--- src/design/hsv2rgb_pkg.sv ---
// ----------------------------------------------------------------------------
// hsv2rgb_pkg
// Types and constants shared by the HSV to RGB converter.
// ----------------------------------------------------------------------------
package hsv2rgb_pkg;

   localparam int FRAC_BITS_DEFAULT = 15;

   // hue is unsigned Q9.6 degrees
   localparam int HUE_W   = 15;
   localparam int CHAN_W  = 16;
   localparam int REM_W   = 12;
   localparam logic [HUE_W-1:0] HUE_SECTOR = 15'd3840;   // 60 degrees
   localparam logic [HUE_W-1:0] HUE_FULL   = 15'd23040;  // 360 degrees

   typedef enum logic [2:0] {
      SEC_RED     = 3'd0,
      SEC_YELLOW  = 3'd1,
      SEC_GREEN   = 3'd2,
      SEC_CYAN    = 3'd3,
      SEC_BLUE    = 3'd4,
      SEC_MAGENTA = 3'd5
   } sector_type;

   typedef struct packed {
      logic [HUE_W-1:0]  hue;
      logic [CHAN_W-1:0] saturation;
      logic [CHAN_W-1:0] brightness;
   } hsv_type;

   typedef struct packed {
      logic [CHAN_W-1:0] red;
      logic [CHAN_W-1:0] green;
      logic [CHAN_W-1:0] blue;
   } rgb_type;

endpackage

--- src/design/hsv2rgb_stream_if.sv ---
// ----------------------------------------------------------------------------
// hsv2rgb_stream_if
// Valid/ready stream channel carrying one payload struct per beat.
// ----------------------------------------------------------------------------
interface hsv2rgb_stream_if #(
   parameter type payload_type = logic
) ();
   logic        valid;
   logic        ready;
   payload_type data;

   modport source (output valid, output data, input ready);
   modport sink   (input valid, input data, output ready);
endinterface

--- src/design/hsv2rgb_pipe.sv ---
// ----------------------------------------------------------------------------
// hsv2rgb_pipe
// Four-stage HSV to RGB datapath with a common advance enable.
// ----------------------------------------------------------------------------
module hsv2rgb_pipe
   import hsv2rgb_pkg::*;
#(
   parameter int FRAC_BITS = FRAC_BITS_DEFAULT
) (
   input  logic    clock,
   input  logic    reset,
   input  logic    advance,
   input  logic    in_valid,
   input  hsv_type in_data,
   output logic    out_valid,
   output rgb_type out_data
);

   localparam int F     = FRAC_BITS;
   localparam int ONE_W = F + 1;
   localparam int SW    = (F + 1 < CHAN_W) ? F + 1 : CHAN_W;   // clamped s, v
   localparam int CW    = (F + 1 > CHAN_W) ? F + 1 : CHAN_W;   // clamp compare
   localparam logic [ONE_W-1:0] ONE = ONE_W'(1) << F;
   // ff = (rem << F) / 3840 = (rem << (F-8)) / 15, by reciprocal
   localparam int YW    = REM_W + F - 8;
   localparam int K     = YW + 4;
   localparam int MW    = K - 3;
   localparam logic [MW-1:0] RECIP = MW'(((64'd1 << K) + 64'd14) / 64'd15);
   localparam int RPW   = YW + MW;
   localparam int PW    = SW + ONE_W;

   // stage 1: clamp, wrap, sector split
   logic             s1_valid_ff;
   logic [SW-1:0]    s1_sat_ff, s1_sat_in;
   logic [SW-1:0]    s1_val_ff, s1_val_in;
   logic [REM_W-1:0] s1_rem_ff, s1_rem_in;
   sector_type       s1_sec_ff, s1_sec_in;
   logic             s1_gray_ff, s1_gray_in;

   logic [CW-1:0]    sat_wide, val_wide;
   logic [HUE_W-1:0] hue_wrap, hue_base, rem_wide;

   always_comb begin
      sat_wide = (CW'(in_data.saturation) > CW'(ONE)) ? CW'(ONE) : CW'(in_data.saturation);
      val_wide = (CW'(in_data.brightness) > CW'(ONE)) ? CW'(ONE) : CW'(in_data.brightness);
      s1_sat_in  = sat_wide[SW-1:0];
      s1_val_in  = val_wide[SW-1:0];
      s1_gray_in = (sat_wide == '0);
      hue_wrap   = (in_data.hue >= HUE_FULL) ? '0 : in_data.hue;
      if (hue_wrap < HUE_SECTOR) begin
         s1_sec_in = SEC_RED;
         hue_base  = '0;
      end else if (hue_wrap < HUE_W'(2 * HUE_SECTOR)) begin
         s1_sec_in = SEC_YELLOW;
         hue_base  = HUE_SECTOR;
      end else if (hue_wrap < HUE_W'(3 * HUE_SECTOR)) begin
         s1_sec_in = SEC_GREEN;
         hue_base  = HUE_W'(2 * HUE_SECTOR);
      end else if (hue_wrap < HUE_W'(4 * HUE_SECTOR)) begin
         s1_sec_in = SEC_CYAN;
         hue_base  = HUE_W'(3 * HUE_SECTOR);
      end else if (hue_wrap < HUE_W'(5 * HUE_SECTOR)) begin
         s1_sec_in = SEC_BLUE;
         hue_base  = HUE_W'(4 * HUE_SECTOR);
      end else begin
         s1_sec_in = SEC_MAGENTA;
         hue_base  = HUE_W'(5 * HUE_SECTOR);
      end
      rem_wide  = hue_wrap - hue_base;
      s1_rem_in = rem_wide[REM_W-1:0];
   end

   // stage 2: hue fraction ff
   logic             s2_valid_ff;
   logic [SW-1:0]    s2_sat_ff, s2_val_ff;
   logic [F-1:0]     s2_ff_ff, s2_ff_in;
   sector_type       s2_sec_ff;
   logic             s2_gray_ff;

   logic [RPW-1:0]   recip_prod;

   always_comb begin
      recip_prod = RPW'(YW'(s1_rem_ff) << (F - 8)) * RPW'(RECIP);
      s2_ff_in   = recip_prod[K +: F];
   end

   // stage 3: p, and the q / t multipliers' right-hand terms
   logic             s3_valid_ff;
   logic [SW-1:0]    s3_val_ff;
   logic [SW-1:0]    s3_p_ff, s3_p_in;
   logic [ONE_W-1:0] s3_qterm_ff, s3_qterm_in;
   logic [ONE_W-1:0] s3_tterm_ff, s3_tterm_in;
   sector_type       s3_sec_ff;
   logic             s3_gray_ff;

   logic [ONE_W-1:0] one_m_ff, one_m_s;
   logic [PW-1:0]    sf_prod, sc_prod, p_prod;

   always_comb begin
      one_m_ff    = ONE - ONE_W'(s2_ff_ff);
      one_m_s     = ONE - ONE_W'(s2_sat_ff);
      sf_prod     = PW'(s2_sat_ff) * PW'(s2_ff_ff);
      sc_prod     = PW'(s2_sat_ff) * PW'(one_m_ff);
      p_prod      = PW'(s2_val_ff) * PW'(one_m_s);
      // each product shifted down stays at or below its SW-bit factor
      s3_qterm_in = ONE - ONE_W'(sf_prod[F +: SW]);
      s3_tterm_in = ONE - ONE_W'(sc_prod[F +: SW]);
      s3_p_in     = p_prod[F +: SW];
   end

   // stage 4: q and t
   logic             s4_valid_ff;
   logic [SW-1:0]    s4_val_ff, s4_p_ff;
   logic [SW-1:0]    s4_q_ff, s4_q_in;
   logic [SW-1:0]    s4_t_ff, s4_t_in;
   sector_type       s4_sec_ff;
   logic             s4_gray_ff;

   logic [PW-1:0]    q_prod, t_prod;

   always_comb begin
      q_prod  = PW'(s3_val_ff) * PW'(s3_qterm_ff);
      t_prod  = PW'(s3_val_ff) * PW'(s3_tterm_ff);
      s4_q_in = q_prod[F +: SW];
      s4_t_in = t_prod[F +: SW];
   end

   always_ff @(posedge clock) begin
      if (reset) begin
         s1_valid_ff <= 1'b0;
         s2_valid_ff <= 1'b0;
         s3_valid_ff <= 1'b0;
         s4_valid_ff <= 1'b0;
      end else if (advance) begin
         s1_valid_ff <= in_valid;
         s2_valid_ff <= s1_valid_ff;
         s3_valid_ff <= s2_valid_ff;
         s4_valid_ff <= s3_valid_ff;
      end
   end

   always_ff @(posedge clock) begin
      if (advance) begin
         s1_sat_ff   <= s1_sat_in;
         s1_val_ff   <= s1_val_in;
         s1_rem_ff   <= s1_rem_in;
         s1_sec_ff   <= s1_sec_in;
         s1_gray_ff  <= s1_gray_in;

         s2_sat_ff   <= s1_sat_ff;
         s2_val_ff   <= s1_val_ff;
         s2_ff_ff    <= s2_ff_in;
         s2_sec_ff   <= s1_sec_ff;
         s2_gray_ff  <= s1_gray_ff;

         s3_val_ff   <= s2_val_ff;
         s3_p_ff     <= s3_p_in;
         s3_qterm_ff <= s3_qterm_in;
         s3_tterm_ff <= s3_tterm_in;
         s3_sec_ff   <= s2_sec_ff;
         s3_gray_ff  <= s2_gray_ff;

         s4_val_ff   <= s3_val_ff;
         s4_p_ff     <= s3_p_ff;
         s4_q_ff     <= s4_q_in;
         s4_t_ff     <= s4_t_in;
         s4_sec_ff   <= s3_sec_ff;
         s4_gray_ff  <= s3_gray_ff;
      end
   end

   // sector routing
   logic [CHAN_W-1:0] v16, p16, q16, t16;

   always_comb begin
      v16 = CHAN_W'(s4_val_ff);
      p16 = CHAN_W'(s4_p_ff);
      q16 = CHAN_W'(s4_q_ff);
      t16 = CHAN_W'(s4_t_ff);
      if (s4_gray_ff) begin
         out_data = '{red: v16, green: v16, blue: v16};
      end else begin
         unique case (s4_sec_ff)
            SEC_RED:    out_data = '{red: v16, green: t16, blue: p16};
            SEC_YELLOW: out_data = '{red: q16, green: v16, blue: p16};
            SEC_GREEN:  out_data = '{red: p16, green: v16, blue: t16};
            SEC_CYAN:   out_data = '{red: p16, green: q16, blue: v16};
            SEC_BLUE:   out_data = '{red: t16, green: p16, blue: v16};
            default:    out_data = '{red: v16, green: p16, blue: q16};
         endcase
      end
   end

   assign out_valid = s4_valid_ff;

endmodule

--- src/design/hsv_to_rgb_converter_unit.sv ---
// ----------------------------------------------------------------------------
// hsv_to_rgb_converter_unit
// HSV to RGB color conversion, one pixel per clock while rsp_bus accepts, with an output skid.
//
//   channel   dir  modport  payload
//   req_bus   in   sink     hue Q9.6, saturation Q1.15, brightness Q1.15
//   rsp_bus   out  source   red, green, blue Q1.15
//
// One pixel per clock sustained while rsp_bus accepts; a pixel reaches rsp_bus
// from its req_bus beat through 4 datapath stages plus the output register.
// Depth is set by the reciprocal multiply for the hue fraction and the two
// chained multiplier stages that form q and t.
// Synchronous reset clears all valid bits. A stalled output parks one
// pixel in the skid register; req_bus.ready is a register, not a path from
// rsp_bus.ready.
// ----------------------------------------------------------------------------
module hsv_to_rgb_converter_unit
   import hsv2rgb_pkg::*;
#(
   parameter int FRAC_BITS = FRAC_BITS_DEFAULT
) (
   input  logic              clock,
   input  logic              reset,
   hsv2rgb_stream_if.sink    req_bus,
   hsv2rgb_stream_if.source  rsp_bus
);

   logic    advance;
   logic    pipe_valid;
   rgb_type pipe_data;

   logic    rsp_valid_ff, rsp_valid_in;
   rgb_type rsp_data_ff, rsp_data_in;
   logic    skid_valid_ff, skid_valid_in;
   rgb_type skid_data_ff, skid_data_in;
   logic    rsp_fire, push;

   // the whole pipeline holds while the skid register is occupied
   assign advance       = !skid_valid_ff;
   assign req_bus.ready = advance;

   hsv2rgb_pipe #(
      .FRAC_BITS (FRAC_BITS)
   ) u_pipe (
      .clock     (clock),
      .reset     (reset),
      .advance   (advance),
      .in_valid  (req_bus.valid),
      .in_data   (req_bus.data),
      .out_valid (pipe_valid),
      .out_data  (pipe_data)
   );

   always_comb begin
      rsp_fire      = rsp_valid_ff && rsp_bus.ready;
      push          = advance && pipe_valid;
      rsp_valid_in  = rsp_valid_ff;
      rsp_data_in   = rsp_data_ff;
      skid_valid_in = skid_valid_ff;
      skid_data_in  = skid_data_ff;
      if (!rsp_valid_ff || rsp_fire) begin
         if (skid_valid_ff) begin
            rsp_valid_in  = 1'b1;
            rsp_data_in   = skid_data_ff;
            skid_valid_in = 1'b0;
         end else if (push) begin
            rsp_valid_in  = 1'b1;
            rsp_data_in   = pipe_data;
         end else begin
            rsp_valid_in  = 1'b0;
         end
      end else if (push) begin
         skid_valid_in = 1'b1;
         skid_data_in  = pipe_data;
      end
   end

   always_ff @(posedge clock) begin
      if (reset) begin
         rsp_valid_ff  <= 1'b0;
         skid_valid_ff <= 1'b0;
      end else begin
         rsp_valid_ff  <= rsp_valid_in;
         skid_valid_ff <= skid_valid_in;
      end
   end

   always_ff @(posedge clock) begin
      rsp_data_ff  <= rsp_data_in;
      skid_data_ff <= skid_data_in;
   end

   assign rsp_bus.valid = rsp_valid_ff;
   assign rsp_bus.data  = rsp_data_ff;

endmodule
--- src/flat_wrapper.sv ---
// flat-port wrapper written by rule: the top's interface ports become plain ports
module hsv_to_rgb_converter_unit_flat import hsv2rgb_pkg::*;
#(
   parameter int FRAC_BITS = FRAC_BITS_DEFAULT
)
  (clock, reset, req_bus_valid, req_bus_data, req_bus_ready, rsp_bus_valid, rsp_bus_data, rsp_bus_ready);
  hsv2rgb_stream_if req_bus_i ();
  hsv2rgb_stream_if rsp_bus_i ();
  input  logic clock;
  input  logic reset;
  input wire logic [$bits(req_bus_i.valid)-1:0] req_bus_valid;
  input wire logic [$bits(req_bus_i.data)-1:0] req_bus_data;
  output wire logic [$bits(req_bus_i.ready)-1:0] req_bus_ready;
  output wire logic [$bits(rsp_bus_i.valid)-1:0] rsp_bus_valid;
  output wire logic [$bits(rsp_bus_i.data)-1:0] rsp_bus_data;
  input wire logic [$bits(rsp_bus_i.ready)-1:0] rsp_bus_ready;
  assign req_bus_i.valid = req_bus_valid;
  assign req_bus_i.data = req_bus_data;
  assign req_bus_ready = req_bus_i.ready;
  assign rsp_bus_valid = rsp_bus_i.valid;
  assign rsp_bus_data = rsp_bus_i.data;
  assign rsp_bus_i.ready = rsp_bus_ready;
  hsv_to_rgb_converter_unit #(.FRAC_BITS(FRAC_BITS)) u_core (.clock(clock), .reset(reset), .req_bus(req_bus_i), .rsp_bus(rsp_bus_i));
endmodule
--- config.mk ---
export PLATFORM = sky130hd
export DESIGN_NAME = hsv_to_rgb_converter_unit_flat
export DESIGN_NICKNAME = d
export VERILOG_FILES = /design/src/design/hsv2rgb_pkg.sv /design/src/design/hsv2rgb_stream_if.sv /design/src/design/hsv2rgb_pipe.sv /design/src/design/hsv_to_rgb_converter_unit.sv /design/src/flat_wrapper.sv
export SDC_FILE = /design/constraint.sdc
export NUM_CORES = 1
export LEC_CHECK = 0
export BUFFER_PORTS_ARGS = -buffer_cell sky130_fd_sc_hd__buf_2
export CAP_MARGIN = 5
export CORE_AREA = 5 5 42 44
export DETAILED_ROUTE_END_ITERATION = 12
export DIE_AREA = 0 0 47 49
export HOLD_SLACK_MARGIN = 0.15
export SYNTH_ARGS = -nofsm -noshare
export SYNTH_HDL_FRONTEND = slang
export SYNTH_SLANG_ARGS = --single-unit
--- constraint.sdc ---
create_clock -name clock -period 1.3 [get_ports clock]
set_clock_uncertainty 0.1 [all_clocks]
set_input_delay 0.13 -clock clock [delete_from_list [all_inputs] [get_ports clock]]
set_output_delay 0.13 -clock clock [all_outputs]
set_load 0.02 [all_outputs]
==> qor.csv <==
stage,metric,value,unit
status,status,"complete, no violations",
floorplanning,placeableCoreArea,0.00140,mm²
detailed_routing,firstDrtPassIters,4,
critical_path,crit_chain,dlygate4sd3_1 > buf_2 > nand2b_4 > nor3b_1,
job,drv_cap,0,
layout,diodes,0,
detailed_routing,drt_drc_violations_left,0,
placed_design,dp.cells,52,
cts,cts.sinks,12,
timing,hold_viol,0,
synthesis,syn_inst,29,
critical_path,cp-end-kind,flip-flop,
critical_path,arrival,1120,ps
synthesis,synth_largest_area_cell,edfxtp_1,
timing,slew_violations,0,
cts,cts_buffers,3,
cts,cts_root_buffer,clkbuf_4,
cts,tritoncts,done,
timing,min_period_over_period,0.966,
critical_path,critPathTopFamily,buffers and inverters,
layout,area_growth,27.8,%
synthesis,synth_top_area_share,0.421,
detailed_routing,ant_nets,0,
synthesis,synth.area.top_cells,"edfxtp_1 (42%), dfxtp_1 (28%), mux2i_1 (9.4%)",
layout,final_cell_count_no_fill,60,
timing,fmax,796,MHz
critical_path,critical_path.startpoint_type,input port,
synthesis,synthArstFlopShare,0,
detailed_routing,routed_via_density,4.23,
synthesis,synth_nets,34,
layout,drive_gt1_frac,0.318,
synthesis,synth_cell_types,12,
critical_path,crit_type,in2reg,
floorplanning,initial_core_util,0.305,
power_and_ir_drop,switching_share,0.187,
grt,grt.total_usage,0.0633,
synthesis,synthTopCellsByCount,"dfxtp_1 (6), edfxtp_1 (6), nor2_1 (5)",
layout,regArea,302,µm²
timing,slew-limit-headroom,0.879,
placed_design,numPortBuffers,7,
layout,nets,50,
power_and_ir_drop,pwr-share-clk,0.333,
timing,setup_tns,0,ps
timing,rsz0062_at_grt,false,
layout,filler_cell_count,144,
synthesis,syn_area,428,µm²
cts,clk_path_buf_depth,2,
power_and_ir_drop,pwr-share-comb,0.043,
critical_path,max_stage_delay,530,ps
power_and_ir_drop,power.switching,0.124,mW
cts,clk_pin_slew,70,ps
synthesis,synth_seq_area_share,0.702,
grt,antenna_found_initial,0,
cts,post_cts_buffers,0,
power_and_ir_drop,p_int,0.538,mW
placed_design,gp_congestion,0.626,
worst_hold_path,hold_class,reg2reg,
floorplanning,ios,8,
cts,clk_latency,260,ps
floorplanning,die_w,47,µm
grt,grt_pass1_vias,237,
power_and_ir_drop,leakagePower,0.206,nW
grt,grt_max_degree,8,
power_and_ir_drop,powerDensity,1210,mW/mm²
synthesis,synth_ff_type,edfxtp_1,
power_and_ir_drop,vdd.ir_drop.worst,0.847,mV
floorplanning,rows,14,
critical_path,crit_buf_inv,2,
layout,multi_input_area,113,µm²
floorplanning,fp.dieArea,0.00230,mm²
timing,worst_slew_pin_slew,181,ps
detailed_routing,wl_per_cell,9.65,µm
floorplanning,die_h,49,µm
grt,grt_pass1_wl,972,µm
synthesis,ys.warnings.count,0,
critical_path,slowest_stage,dlygate4sd3_1,
detailed_routing,vias,254,
detailed_routing,drtIter0Drc,4,
synthesis,synth_seq_cells,12,
critical_path,critical_path_required,1170,ps
synthesis,synth_edf_count,6,
grt,grt_overflow,0,
timing,fin_crit,1260,ps
cts,htree_levels,1,
timing,setup_viol,0,
power_and_ir_drop,seqPwrFrac,0.624,
detailed_routing,totalWireLength,579,µm
critical_path,cp_max_fo,4,
synthesis,synth_area_per_cell,14.8,µm²
## kinds of logic (layout without fill, tap and decap cells)
kind of cell           after synthesis  in the layout  synth area share
AOI/OAI and AO/OA                    2              2            0.0292
DFF                                 12             12             0.702
and+or+nand+nor                      8              8             0.105
buffers and inverters                2             17            0.0351
muxes                                5              5             0.129
## timing repair
item,CTS,global route
setup endpoints to repair,0,1
resized for setup,0,1
hold buffers,4,0
hold endpoints to repair,7,0
## layout by cell type, fill, tap and decap left out
master         n
mux2i_1        4
nor3b_1        1
edfxtp_1       6
mux2_4         1
clkinv_1       1
buf_4          1
nand2b_4       1
nor2_1         5
o21a_1         1
buf_2          7
dfxtp_1        5
inv_1          1
clkbuf_4       3
dfxtp_2        1
a21oi_1        1
nor3_1         1
dlygate4sd3_1  4
## final timing paths
kind                                       from                               end  slack [ps]  depth (start not counted)
max                               rsp_bus_ready  u_core.skid_data_ff[0]$_DFFE_PP_          40                          4
min reg2reg  u_core.u_pipe.s3_p_ff[0]$_DFFE_PN_    u_core.u_pipe.p16[0]$_DFFE_PN_         310                          0
max reg2reg   u_core.rsp_bus.valid$_SDFFE_PP0P_  u_core.skid_data_ff[0]$_DFFE_PP_         250                          2
min          u_core.u_pipe.s3_p_ff[0]$_DFFE_PN_    u_core.u_pipe.p16[0]$_DFFE_PN_         310                          0
## per-stage QoR
step           instance area (µm²)  hold slack [ps]  utilization  setup slack [ps]  power [mW]
2_1_floorplan                  428             99.1            -               142       0.431
3_3_place_gp                   479              209        0.342               235       0.441
3_5_place_dp                   479              208        0.342               238       0.441
4_1_cts                        546              317        0.389              40.3       0.680
5_1_grt                        547              328        0.390              5.16       0.716
6_report                       547              314        0.390              44.5       0.662
## per-layer routing
layer,vias to the layer above,share of wire,GRT usage
li1,133,-,-
met1,112,0.48,0.0769
met2,9,0.44,0.0747
met3,0,0.086,0.0701
met4,0,0,0.0138
met5,-,0,0
## power groups by stage
stage          Sequential [mW]  Combinational, mW  Clock [mW]
2_1_floorplan            0.421            0.00949           0
3_3_place_gp             0.421             0.0196           0
3_5_place_dp             0.421             0.0200           0
4_1_cts                  0.413             0.0291       0.238
5_1_grt                  0.414             0.0323       0.270
6_report                 0.413             0.0287       0.220
## layout make-up
type / instances / share of cell area
multi-input cells: 15 / 0.206
clock inverters: 1 / 0.00686
clock buffers: 3 / 0.0412
well taps: 16 / 0.0366
repair buffers: 12 / 0.151
inverters: 1 / 0.00686
flip-flops and latches: 12 / 0.551
(Power assumes the default switching activity.)
